$ cat src/design/dmv_pkg.sv
// Shared constants, register indexes and operand type for the dual motor
// velocity loop. No dependencies.
`timescale 1ns / 1ps

package dmv_pkg;

    localparam int VEL_SCALE_DEF   = 357;
    localparam int SEND_PERIOD_DEF = 6;

    localparam logic [31:0] FB_BASE  = 32'h0000_0200;
    localparam logic [9:0]  CMD_ID   = 10'h200;
    localparam logic [7:0]  HDR_BYTE = 8'hAA;
    localparam logic [7:0]  STS_OK   = 8'h11;
    localparam logic [7:0]  TRL_BYTE = 8'h55;
    localparam logic [5:0]  MAX_LEN  = 6'd8;

    // 1.2 in Q16.16.
    localparam logic signed [17:0] SCALE_1P2 = 18'sd78643;
    localparam int SUM_LIM  = 16777216;
    localparam int TAU_LIM  = 655360;
    // 0.246 in Q16.16 times the 80 current units that make one code step.
    localparam logic [20:0] DIV_CONST = 21'd1289760;
    localparam logic [15:0] CODE_LIM  = 16'd16384;

    localparam logic [2:0] REG_A_ID     = 3'd0;
    localparam logic [2:0] REG_B_ID     = 3'd1;
    localparam logic [2:0] REG_A_TARGET = 3'd2;
    localparam logic [2:0] REG_A_FF     = 3'd3;
    localparam logic [2:0] REG_A_GAIN   = 3'd4;
    localparam logic [2:0] REG_B_TARGET = 3'd5;
    localparam logic [2:0] REG_B_FF     = 3'd6;
    localparam logic [2:0] REG_B_GAIN   = 3'd7;

    typedef struct packed {
        logic signed [15:0] rpm;
        logic signed [31:0] target;
        logic signed [31:0] feedforward;
        logic signed [31:0] gain;
    } dmv_operands_t;

endpackage

$ cat src/design/dmv_motor_core.sv
// Bit-serial torque-to-current-code unit for one motor at a time.
// Depends on dmv_pkg.
`timescale 1ns / 1ps

module dmv_motor_core
    import dmv_pkg::*;
#(
    parameter int VEL_SCALE = VEL_SCALE_DEF
)
(
    input  logic               clk,
    input  logic               rst_n,
    input  logic               start,
    input  dmv_operands_t      ops,
    output logic               done,
    output logic signed [15:0] code
);

    localparam int VS_W  = $clog2(VEL_SCALE + 1) + 1;
    localparam logic signed [VS_W-1:0] VS = VS_W'(VEL_SCALE);
    localparam int SPD_W = 16 + VS_W;
    localparam int EW    = (SPD_W > 32 ? SPD_W : 32) + 1;
    localparam int PW    = EW + 32;

    localparam logic [3:0] C_IDLE = 4'd0;
    localparam logic [3:0] C_SPD  = 4'd1;
    localparam logic [3:0] C_ERR  = 4'd2;
    localparam logic [3:0] C_MUL  = 4'd3;
    localparam logic [3:0] C_SUM  = 4'd4;
    localparam logic [3:0] C_SCL  = 4'd5;
    localparam logic [3:0] C_CLP  = 4'd6;
    localparam logic [3:0] C_DIV  = 4'd7;
    localparam logic [3:0] C_FIN  = 4'd8;

    localparam logic [5:0] MUL_LAST = 6'd31;
    localparam logic [5:0] DIV_LAST = 6'd35;

    logic [3:0]               state_reg;
    logic [5:0]               cnt_reg;
    dmv_operands_t            op_reg;
    logic signed [SPD_W-1:0]  spd_reg;
    logic signed [PW-1:0]     mcand_reg;
    logic [31:0]              mplier_reg;
    logic signed [PW-1:0]     acc_reg;
    logic signed [25:0]       tau_reg;
    logic signed [43:0]       sp_reg;
    logic                     neg_reg;
    logic [35:0]              dvd_reg;
    logic [20:0]              rem_reg;

    logic signed [EW-1:0]     err;
    logic signed [PW-1:0]     sum;
    logic signed [25:0]       tau_next;
    logic signed [43:0]       scaled;
    logic signed [20:0]       tq;
    logic [20:0]              tq_mag;
    logic [21:0]              trial;
    logic                     qbit;
    logic [15:0]              mag;

    always_comb
    begin
        err = EW'(op_reg.target) - EW'(spd_reg);
        sum = (acc_reg >>> 16) + PW'(op_reg.feedforward);
        if (sum > PW'(SUM_LIM))
            tau_next = 26'(SUM_LIM);
        else if (sum < -PW'(SUM_LIM))
            tau_next = -26'(SUM_LIM);
        else
            tau_next = sum[25:0];
        scaled = sp_reg >>> 16;
        if (scaled > 44'(TAU_LIM))
            tq = 21'(TAU_LIM);
        else if (scaled < -44'(TAU_LIM))
            tq = -21'(TAU_LIM);
        else
            tq = scaled[20:0];
        tq_mag = tq[20] ? 21'(-tq) : 21'(tq);
        trial = {rem_reg, dvd_reg[35]};
        qbit = (trial >= {1'b0, DIV_CONST});
        mag = (dvd_reg > 36'(CODE_LIM)) ? CODE_LIM : dvd_reg[15:0];
    end

    assign done = (state_reg == C_FIN);
    assign code = neg_reg ? -$signed(mag) : $signed(mag);

    always_ff @(posedge clk or negedge rst_n)
    begin
        if (!rst_n)
        begin
            state_reg <= C_IDLE;
            cnt_reg   <= '0;
        end
        else
        begin
            case (state_reg)
                C_IDLE:
                begin
                    if (start)
                        state_reg <= C_SPD;
                end
                C_SPD:  state_reg <= C_ERR;
                C_ERR:
                begin
                    cnt_reg   <= '0;
                    state_reg <= C_MUL;
                end
                C_MUL:
                begin
                    cnt_reg <= cnt_reg + 6'd1;
                    if (cnt_reg == MUL_LAST)
                        state_reg <= C_SUM;
                end
                C_SUM:  state_reg <= C_SCL;
                C_SCL:  state_reg <= C_CLP;
                C_CLP:
                begin
                    cnt_reg   <= '0;
                    state_reg <= C_DIV;
                end
                C_DIV:
                begin
                    cnt_reg <= cnt_reg + 6'd1;
                    if (cnt_reg == DIV_LAST)
                        state_reg <= C_FIN;
                end
                C_FIN:  state_reg <= C_IDLE;
                default: state_reg <= C_IDLE;
            endcase
        end
    end

    always_ff @(posedge clk)
    begin
        case (state_reg)
            C_IDLE:
            begin
                if (start)
                    op_reg <= ops;
            end
            C_SPD:
            begin
                spd_reg <= SPD_W'(op_reg.rpm) * SPD_W'(VS);
            end
            C_ERR:
            begin
                mcand_reg  <= PW'(err);
                mplier_reg <= op_reg.gain;
                acc_reg    <= '0;
            end
            C_MUL:
            begin
                // The top bit of the gain carries negative weight.
                if (mplier_reg[0])
                    acc_reg <= (cnt_reg == MUL_LAST) ? acc_reg - mcand_reg
                                                     : acc_reg + mcand_reg;
                mcand_reg  <= mcand_reg <<< 1;
                mplier_reg <= mplier_reg >> 1;
            end
            C_SUM:
            begin
                tau_reg <= tau_next;
            end
            C_SCL:
            begin
                sp_reg <= 44'(tau_reg) * 44'(SCALE_1P2);
            end
            C_CLP:
            begin
                neg_reg <= tq[20];
                dvd_reg <= {tq_mag[19:0], 16'b0};
                rem_reg <= '0;
            end
            C_DIV:
            begin
                rem_reg <= qbit ? 21'(trial - {1'b0, DIV_CONST}) : trial[20:0];
                dvd_reg <= {dvd_reg[34:0], qbit};
            end
            default:
            begin
            end
        endcase
    end

`ifndef SYNTH
    a_start_idle: assert property (@(posedge clk) disable iff (!rst_n)
        start |-> (state_reg == C_IDLE))
        else $error("start while the unit is busy");

    a_tau_range: assert property (@(posedge clk) disable iff (!rst_n)
        (state_reg == C_SCL) |-> (tau_reg <= 26'(SUM_LIM) && tau_reg >= -26'(SUM_LIM)))
        else $error("torque sum left its clamp range");

    a_code_range: assert property (@(posedge clk) disable iff (!rst_n)
        done |-> (code <= $signed(CODE_LIM) && code >= -$signed(CODE_LIM)))
        else $error("current code out of range");

    a_div_rem: assert property (@(posedge clk) disable iff (!rst_n)
        (state_reg == C_DIV) |-> (rem_reg < DIV_CONST))
        else $error("divider remainder not reduced");
`endif

endmodule

$ cat src/design/dual_motor_velocity_current_command.sv
// Top level of the dual motor velocity loop: stream ports, register file,
// feedback capture and tick sequencing. Depends on dmv_pkg and dmv_motor_core.
`timescale 1ns / 1ps

// Usage. Input items arrive on the s_axis channel. tuser set means the item is a
// bridge frame: it is checked (header, status, trailer, length) and its rpm word
// is stored for each motor whose id plus 0x200 equals the frame id. A frame never
// gives a result. tuser clear means a control tick: the torque and current
// code of motor A and then of motor B are worked out by one shared bit-serial
// unit, and every SEND_PERIOD-th tick the command item for CAN id 0x200 is
// placed in the output register.
// A tick holds s_axis_tready low until it ends: each motor has a launch state
// and then passes through the unit for speed, error load, the serial gain
// multiplier, sum, scaling, clamping, the serial divider and hand-off. A
// sending tick then waits in an emit state until the output register is free
// and loads it, which makes its command item valid.
// The output register holds the command until m_axis_tready takes it; the next
// items are still accepted, and only a later sending tick waits at its end for
// the register to be free.
// Reset clears the stored speeds and the tick counter, sets the motor ids to 1
// and 2 and the targets, gains and feedforward terms to zero. Configuration
// writes should be made while no tick is in progress.

module dual_motor_velocity_current_command
    import dmv_pkg::*;
#(
    parameter int VEL_SCALE   = VEL_SCALE_DEF,
    parameter int SEND_PERIOD = SEND_PERIOD_DEF
)
(
    input  logic         clk,
    input  logic         rst_n,
    input  logic         s_axis_tvalid,
    output logic         s_axis_tready,
    // header_byte, status_byte, data_length, trailer_byte, frame_id, payload, zero fill
    input  logic [127:0] s_axis_tdata,
    // opcode
    input  logic         s_axis_tuser,
    output logic         m_axis_tvalid,
    input  logic         m_axis_tready,
    // command_id, motor_a_current_code, motor_b_current_code, frame_bytes, zero fill
    output logic [111:0] m_axis_tdata,
    input  logic         cfg_we,
    input  logic [2:0]   cfg_addr,
    input  logic [31:0]  cfg_wdata
);

    localparam int TW = (SEND_PERIOD > 1) ? $clog2(SEND_PERIOD) : 1;

    localparam logic [2:0] T_IDLE = 3'd0;
    localparam logic [2:0] T_LA   = 3'd1;
    localparam logic [2:0] T_WA   = 3'd2;
    localparam logic [2:0] T_LB   = 3'd3;
    localparam logic [2:0] T_WB   = 3'd4;
    localparam logic [2:0] T_EMIT = 3'd5;

    logic [2:0]         state_reg;
    logic [TW-1:0]      tick_reg;
    logic [3:0]         a_id_reg;
    logic [3:0]         b_id_reg;
    logic signed [31:0] a_target_reg;
    logic signed [31:0] a_ff_reg;
    logic signed [31:0] a_gain_reg;
    logic signed [31:0] b_target_reg;
    logic signed [31:0] b_ff_reg;
    logic signed [31:0] b_gain_reg;
    logic signed [15:0] a_rpm_reg;
    logic signed [15:0] b_rpm_reg;
    logic signed [15:0] a_code_reg;
    logic               out_valid_reg;
    logic [111:0]       out_data_reg;

    logic [7:0]         header_byte;
    logic [7:0]         status_byte;
    logic [5:0]         data_length;
    logic [7:0]         trailer_byte;
    logic [31:0]        frame_id;
    logic [63:0]        payload;
    logic               frame_ok;
    logic               in_accept;
    logic               send_tick;
    logic               emit_ok;

    dmv_operands_t      ops;
    logic               core_start;
    logic               core_done;
    logic signed [15:0] core_code;

    assign header_byte  = s_axis_tdata[7:0];
    assign status_byte  = s_axis_tdata[15:8];
    assign data_length  = s_axis_tdata[21:16];
    assign trailer_byte = s_axis_tdata[29:22];
    assign frame_id     = s_axis_tdata[61:30];
    assign payload      = s_axis_tdata[125:62];

    assign frame_ok = (header_byte == HDR_BYTE) && (status_byte == STS_OK)
                   && (data_length <= MAX_LEN) && (trailer_byte == TRL_BYTE);

    assign s_axis_tready = (state_reg == T_IDLE);
    assign in_accept     = s_axis_tvalid && s_axis_tready;
    assign send_tick     = (32'(tick_reg) + 32'd1 >= 32'(SEND_PERIOD));

    // The output register is free when empty or when its item leaves this cycle.
    assign emit_ok = !out_valid_reg || m_axis_tready;

    assign m_axis_tvalid = out_valid_reg;
    assign m_axis_tdata  = out_data_reg;

    // Operands follow the motor being launched; the unit latches them at start.
    always_comb
    begin
        if (state_reg == T_LB)
            ops = '{rpm: b_rpm_reg, target: b_target_reg,
                    feedforward: b_ff_reg, gain: b_gain_reg};
        else
            ops = '{rpm: a_rpm_reg, target: a_target_reg,
                    feedforward: a_ff_reg, gain: a_gain_reg};
    end

    assign core_start = (state_reg == T_LA) || (state_reg == T_LB);

    dmv_motor_core #(
        .VEL_SCALE (VEL_SCALE)
    ) u_core (
        .clk   (clk),
        .rst_n (rst_n),
        .start (core_start),
        .ops   (ops),
        .done  (core_done),
        .code  (core_code)
    );

    // Register file.
    always_ff @(posedge clk or negedge rst_n)
    begin
        if (!rst_n)
        begin
            a_id_reg     <= 4'd1;
            b_id_reg     <= 4'd2;
            a_target_reg <= '0;
            a_ff_reg     <= '0;
            a_gain_reg   <= '0;
            b_target_reg <= '0;
            b_ff_reg     <= '0;
            b_gain_reg   <= '0;
        end
        else if (cfg_we)
        begin
            case (cfg_addr)
                REG_A_ID:     a_id_reg     <= cfg_wdata[3:0];
                REG_B_ID:     b_id_reg     <= cfg_wdata[3:0];
                REG_A_TARGET: a_target_reg <= cfg_wdata;
                REG_A_FF:     a_ff_reg     <= cfg_wdata;
                REG_A_GAIN:   a_gain_reg   <= cfg_wdata;
                REG_B_TARGET: b_target_reg <= cfg_wdata;
                REG_B_FF:     b_ff_reg     <= cfg_wdata;
                REG_B_GAIN:   b_gain_reg   <= cfg_wdata;
                default:
                begin
                end
            endcase
        end
    end

    // Feedback capture: a good frame can update both motors when the ids match.
    always_ff @(posedge clk or negedge rst_n)
    begin
        if (!rst_n)
        begin
            a_rpm_reg <= '0;
            b_rpm_reg <= '0;
        end
        else if (in_accept && s_axis_tuser && frame_ok)
        begin
            if (32'(a_id_reg) + FB_BASE == frame_id)
                a_rpm_reg <= payload[47:32];
            if (32'(b_id_reg) + FB_BASE == frame_id)
                b_rpm_reg <= payload[47:32];
        end
    end

    // Tick sequencer and output register.
    always_ff @(posedge clk or negedge rst_n)
    begin
        if (!rst_n)
        begin
            state_reg     <= T_IDLE;
            tick_reg      <= '0;
            out_valid_reg <= 1'b0;
        end
        else
        begin
            if (state_reg == T_EMIT && emit_ok)
                out_valid_reg <= 1'b1;
            else if (m_axis_tready)
                out_valid_reg <= 1'b0;
            case (state_reg)
                T_IDLE:
                begin
                    if (in_accept && !s_axis_tuser)
                        state_reg <= T_LA;
                end
                T_LA: state_reg <= T_WA;
                T_WA:
                begin
                    if (core_done)
                        state_reg <= T_LB;
                end
                T_LB: state_reg <= T_WB;
                T_WB:
                begin
                    if (core_done)
                    begin
                        if (send_tick)
                        begin
                            tick_reg  <= '0;
                            state_reg <= T_EMIT;
                        end
                        else
                        begin
                            tick_reg  <= tick_reg + TW'(1);
                            state_reg <= T_IDLE;
                        end
                    end
                end
                T_EMIT:
                begin
                    if (emit_ok)
                        state_reg <= T_IDLE;
                end
                default: state_reg <= T_IDLE;
            endcase
        end
    end

    // Codes are payload; the motor B code is held by the unit until it restarts.
    always_ff @(posedge clk)
    begin
        if (state_reg == T_WA && core_done)
            a_code_reg <= core_code;
        if (state_reg == T_EMIT && emit_ok)
        begin
            out_data_reg[9:0]     <= CMD_ID;
            out_data_reg[25:10]   <= a_code_reg;
            out_data_reg[41:26]   <= core_code;
            out_data_reg[105:42]  <= {a_code_reg, core_code, 32'b0};
            out_data_reg[111:106] <= '0;
        end
    end

`ifndef SYNTH
    a_out_hold: assert property (@(posedge clk) disable iff (!rst_n)
        (m_axis_tvalid && !m_axis_tready) |=> (m_axis_tvalid && $stable(m_axis_tdata)))
        else $error("command item changed while stalled");

    a_out_id: assert property (@(posedge clk) disable iff (!rst_n)
        m_axis_tvalid |-> (m_axis_tdata[9:0] == CMD_ID))
        else $error("command id wrong");

    a_tick_range: assert property (@(posedge clk) disable iff (!rst_n)
        32'(tick_reg) < 32'(SEND_PERIOD))
        else $error("tick counter out of range");
`endif

endmodule
$ cat config.mk
export PLATFORM = sky130hd
export DESIGN_NAME = dual_motor_velocity_current_command
export DESIGN_NICKNAME = d
export VERILOG_FILES = /design/src/design/dmv_pkg.sv /design/src/design/dmv_motor_core.sv /design/src/design/dual_motor_velocity_current_command.sv
export SDC_FILE = /design/constraint.sdc
export NUM_CORES = 2
export LEC_CHECK = 0
export BUFFER_PORTS_ARGS = -buffer_cell sky130_fd_sc_hd__buf_4
export CORE_ASPECT_RATIO = 0.6
export CORE_MARGIN = 4
export CORE_UTILIZATION = 63
export CTS_CLUSTER_DIAMETER = 40
export DETAILED_ROUTE_END_ITERATION = 10
export PLACE_DENSITY = 0.82
export SYNTH_ARGS = -nofsm -noshare
export SYNTH_HDL_FRONTEND = slang
export SYNTH_HIERARCHICAL = 1
export SYNTH_SLANG_ARGS = --single-unit
$ cat constraint.sdc
create_clock -name clk -period 11.1 [get_ports clk]
set_clock_uncertainty 0.1 [all_clocks]
set_input_delay 1.665 -clock clk [delete_from_list [all_inputs] [get_ports clk]]
set_output_delay 1.665 -clock clk [all_outputs]
set_load 0.01 [all_outputs]
### Word-level counts from Yosys, hierarchy flattened

Index checks and enable logic that the tools add are counted.

* register bits: 757
* input port bits: 169
* output and inout port bits: 114
* logic and storage cells: 155

* add/sub/neg operators: 12
* multipliers: 2
* $lt $le $gt $ge: 8
* equality and inequality tests: 35
* multiplexer cells: 29
* reductions and logical operators: 38

Operators by type and width (number)
* $pmux 65 s2: 2
* $mux 65: 2
* $mux 112: 1
* $pmux 36 s2: 1
* $add 65x65->65: 1
* $gt 65x26->1 const B: 1
* $lt 65x25->1 const B: 1
* $sub 65x65->65: 1
* $eq 11x32->1: 2
* $pmux 32 s2: 1
* $mux 21: 3
* $add 49x32->50: 1
* $mul 26x18->44 const B: 1
* $pmux 21 s2: 1
* $gt 36x15->1 const B: 1
* $sub 32x26->33: 1
* $mux 16: 2
* $pmux 4 s8: 1
* $gt 28x21->1 const B: 1
* $lt 28x21->1 const B: 1
* $mul 16x10->26 const B: 1
* $mux 26: 1
* $reduce_and 2->1: 13
* $add 4x10->11 const B: 2
* other kinds (38): 81

### Logic depth before layout (Yosys ltp)

* depth after elaboration: 6
* mapped depth: 24
* depth with buffers taken out: 24

### Modules after synthesis

The synthesis kept the hierarchy.

By module, submodules not included
* dmv_motor_core: times used 1, cells each 3572, area an instance 35661.7 um2, seq. area each 12622.1 um2
* dual_motor_velocity_current_command: times used 1, cells each 833, area an instance 12786.0 um2, seq. area each 7424.6 um2

### Worst setup path before layout

OpenSTA, ideal clock, no wires.

* path type: register to register
* start: register u_core.state_reg[3]
* end: register u_core.acc_reg[0] (enable)
* arrival time: 7911 ps
* required time: 10413 ps
* slack: 2502 ps
* cell stages (with the launch flop): 5
* buffers on the path: 1
* period minus slack after synthesis: 8598 ps
* cells stage by stage: dfrtp_1 clkbuf_1 nor2_1 and2_1 a21boi_0

* longest elaborated chain between the ends: 3

RTL lines
* start, declared: line dmv_motor_core.sv:38 `logic [3:0] state_reg;`
* start signal, assigned: line dmv_motor_core.sv:91 `state_reg <= C_IDLE;`
* start signal, assigned: line dmv_motor_core.sv:100 `state_reg <= C_SPD;`
* start signal, assigned: line dmv_motor_core.sv:102 `C_SPD: state_reg <= C_ERR;`
* $eq 4x2->1: line dmv_motor_core.sv:135 `case (state_reg)`
* $ne 2x1->1 (no source line) or $reduce_bool 2->1 (tied branches)
* $reduce_and 2->1 (no source line) (*)
* end signal, assigned: line dmv_motor_core.sv:155 `acc_reg <= (cnt_reg == MUL_LAST) ? acc_reg - mcand_reg`
* end, declared: line dmv_motor_core.sv:44 `logic signed [PW-1:0] acc_reg;`

Every way passes the cells marked *; elsewhere a longest branch is shown, timed or not.
A chain may end at the register's enable or synchronous reset.

### Worst setup path in the final report

* start: register u_core.tau_reg[14]
* end: register u_core.sp_reg[41] (data pin)

* longest elaborated chain between the ends: 1

RTL lines
* start, declared: line dmv_motor_core.sv:45 `logic signed [25:0] tau_reg;`
* start signal, assigned: line dmv_motor_core.sv:162 `tau_reg <= tau_next;`
* $mul 26x18->44: line dmv_motor_core.sv:166 `sp_reg <= 44'(tau_reg) * 44'(SCALE_1P2);`
* end signal, assigned: line dmv_motor_core.sv:166
* end, declared: line dmv_motor_core.sv:46 `logic signed [43:0] sp_reg;`

Every way passes these cells.

==> key figures <==
CTS
  • Clock-pin transition on the worst setup and hold timing paths: 0.06 ns
  • TritonCTS buffer count: 82
  • Clock Path Buffers: 3
  • Total setup buffers inserted after CTS: 0
  • TritonCTS clock tree: built
  • Clock latency on the worst-skew pair: 0.68 ns
  • H-tree depth: 3
  • Post_cts resized: 0
  • Clock sinks: 709
  • Clock root buffer: clkbuf_16
  • CTS hold repair buffers: 0

STA
  • RSZ-0062 raised after global routing: false
  • Actual slew at the worst max-slew pin: 1.10 ns
  • Worst rel slew slack: 26.9%
  • Slew Viols, Final: 0
  • Fmax: 135 MHz
  • Tmin final: 7.43 ns
  • Setup TNS: 0 ns
  • Final Hold Viols: 0
  • Period Utilization, post-route: 66.9%
  • Final setup viols: 0

Cells and area
  • Number of nets in the layout: 5,309
  • Layout cells sized above 1: 16.8%
  • Fin cells: 5,607
  • Fin area: 53,200 um^2
  • Syn-to-layout area delta: 9.88%
  • Core Util, Final: 70.2%
  • Commonest non-fill, non-tap cell in the layout: inv_1
  • Most frequent cells in the layout: 467 x inv_1, 460 x edfxtp_1, 387 x ha_1
  • Max FFs per register: 112

Logic synthesis
  • Post-synth top area share: 28.5%
  • Synthesized area per cell: 11.0 um^2
  • Top cells by area, synth: edfxtp_1 29%, dfrtp_1 13%, ha_1 10%, fa_1 8.9%, mux2_2 7.5%
  • Post-Syn Area: 48,400 um^2
  • Area leader, netlist: edfxtp_1
  • YS warnings: 6
  • Mapped Cells: 4,405
  • Number of synthesized flops with an enable pin: 460
  • Ys async rst share: 35.1%
  • Unique masters post-synth: 104
  • Main synth FF type: edfxtp_1
  • Sequential-to-total area share from yosys stat: 41.4%
  • #FFs+latches synth: 709

Global route
  • Initial antenna violation count: 4
  • Vias in the first global route: 33,125
  • GRT Total Usage: 29.6%
  • Grt total ovfl: 0
  • Largest net degree at the start of global routing: 197
  • First-pass GRT wire length: 189,000 um

Worst setup path
  • Crit path capture type: register
  • R2R Setup Slk: 3.67 ns
  • RR Endpoint: u_core/sp_reg[41]
  • WP data arrival: 7.74 ns
  • Crit start category: register
  • R2R Path Start: u_core/tau_reg[14]
  • WS Path Type: register to register
  • Crit Path Max Fanout: 5
  • Critical path required time: 11.42 ns
  • R2R depth: 20

Worst hold path
  • Hold Crit Depth: 0
  • Hold Path Origin: a_code_reg[1]
  • Hold EP: m_axis_tdata[91]
  • Min-Delay Path Class: register to register

Placement
  • Placed Instances: 5,453
  • Detailed Place HPWL: 89,400 um
  • GP Congestion: 0.961
  • Port bufs: 184
  • DP Area: 50,400 um^2

Route
  • ANT nets after route: 0
  • Remaining DRCs: 0
  • Mean routed wirelength per cell: 21.6 um
  • M1 wire length: 55,200 um
  • Vias/cell: 6.08
  • DR WL met2: 48,100 um
  • Max Used Layer: met5
  • Iter 0 DRT Violations: 3,501
  • Post-Route WL: 121,000 um
  • DR vias: 34,107
  • DR pass1 iterations: 6
  • Met3 routed WL: 14,900 um

Floorplanning
  • Placement Rows: 78
  • Die area: 81,500 um^2
  • Core area: 75,800 um^2
  • Die Ht: 223 um
  • Initial core utilization: 63.9%
  • I/O Pins: 283
  • DIE WIDTH: 366 um

Power and ir drop
  • Pwr dens: 328 nW/um^2
  • Leakage: 23.2 nW
  • VDD IR max: 0.316 mV

Job
  • MaxCap Viol Count: 0

Run status
  • Status: completed
## critical path, stage by stage, from the launching register on
cell	delay [ns]
edfxtp_1	0.51
ha_1	0.39
ha_1	0.38
fa_1	0.57
fa_1	0.45
fa_1	0.56
inv_1	0.06
fa_1	0.53
inv_1	0.05
ha_1	0.34
and3_1	0.23
a221o_1	0.34
o21ai_0	0.43
o31ai_1	0.24
o311ai_0	0.57
a31oi_1	0.22
o31a_1	0.35
a221oi_1	0.42
nand2b_1	0.14
a21oi_1	0.20
xnor2_1	0.08
## final cells by class
cell class	instances	area (um^2)
Timing Repair Buffer	216	1640
Multi-Input combinational cell	3061	25700
Fill cell	5270	22600
Clock buffer	98	2170
Tap cell	1000	1250
Sequential cell	709	20000
Antenna cell	1	2.50
Clock inverter	55	616
Inverter	467	1750
## cell usage after synthesis (10+ instances only)
library cell  number
a211oi_1          22
a21o_1            75
a21oi_1          246
a21oi_2           19
a31oi_1           40
and2_1            36
and3_1            27
buf_2             23
buf_4             82
clkbuf_1          97
dfrtp_1          247
edfxtp_1         460
fa_1             216
ha_1             387
inv_1            467
mux2_2           322
mux2_4            20
nand2_1          346
nand2b_1          35
nand3_1           59
nand4_1           39
nor2_1           253
nor2b_1           36
nor3_1            58
nor3b_1           13
nor4_1            26
o2111ai_1         10
o211ai_1          15
o21a_1            25
o21ai_0          149
o21bai_1          25
o31ai_1           29
or3_1             28
xnor2_1          155
xor2_1           118
## metal layers
metal	vias up	global-route usage (%)
li1	15648	-
met4	4	7.10
met5	-	0
met1	16614	46.1
met3	188	10.1
met2	1653	39.4
## cells by family (layout without fill, tap and decap cells)
| logic type | after synthesis | after routing | synth area share [%] |
|---|---|---|---|
| compound gates | 765 | 765 | 10.2 |
| flops | 709 | 709 | 41.4 |
| fa+ha+maj | 603 | 603 | 18.9 |
| mux | 352 | 352 | 8.32 |
| buf+inv | 681 | 836 | 6.03 |
| xor+xnor | 274 | 274 | 4.97 |
| other cells | 2 | 49 | 0.0155 |
| simple gates | 1019 | 1019 | 10.2 |
## stage by stage
step / hold slack, ns / total power [W] / setup slack (ns)
3_5_place_dp: 0.305 / 0.0145 / 3.81
3_3_place_gp: 0.301 / 0.0141 / 3.91
4_1_cts: 0.318 / 0.0174 / 3.77
2_1_floorplan: 0.300 / 0.0121 / 2.50
5_1_grt: 0.321 / 0.0189 / 3.27
6_report: 0.316 / 0.0175 / 3.67
## worst max path at each step
stage,cells past startpoint,endpoint,from,slack [ns]
6_report,20,u_core/sp_reg[41],u_core/tau_reg[14],3.67
5_1_grt,24,u_core/sp_reg[41],u_core/tau_reg[9],3.27
4_1_cts,20,u_core/sp_reg[41],u_core/tau_reg[14],3.77
3_5_place_dp,20,u_core/sp_reg[41],u_core/tau_reg[14],3.81
3_3_place_gp,20,u_core/sp_reg[41],u_core/tau_reg[14],3.91
2_1_floorplan,4,u_core/acc_reg[0],u_core/state_reg[3],2.50
## where the power goes
| group | switching (W) | internal, W |
|---|---|---|
| logic | 0.00587 | 0.00414 |
| registers | 0.000573 | 0.00412 |
| clock network | 0.00122 | 0.00153 |
| total | 0.00767 | 0.00979 |
No activity file was read; power rests on OpenSTA's default activity.
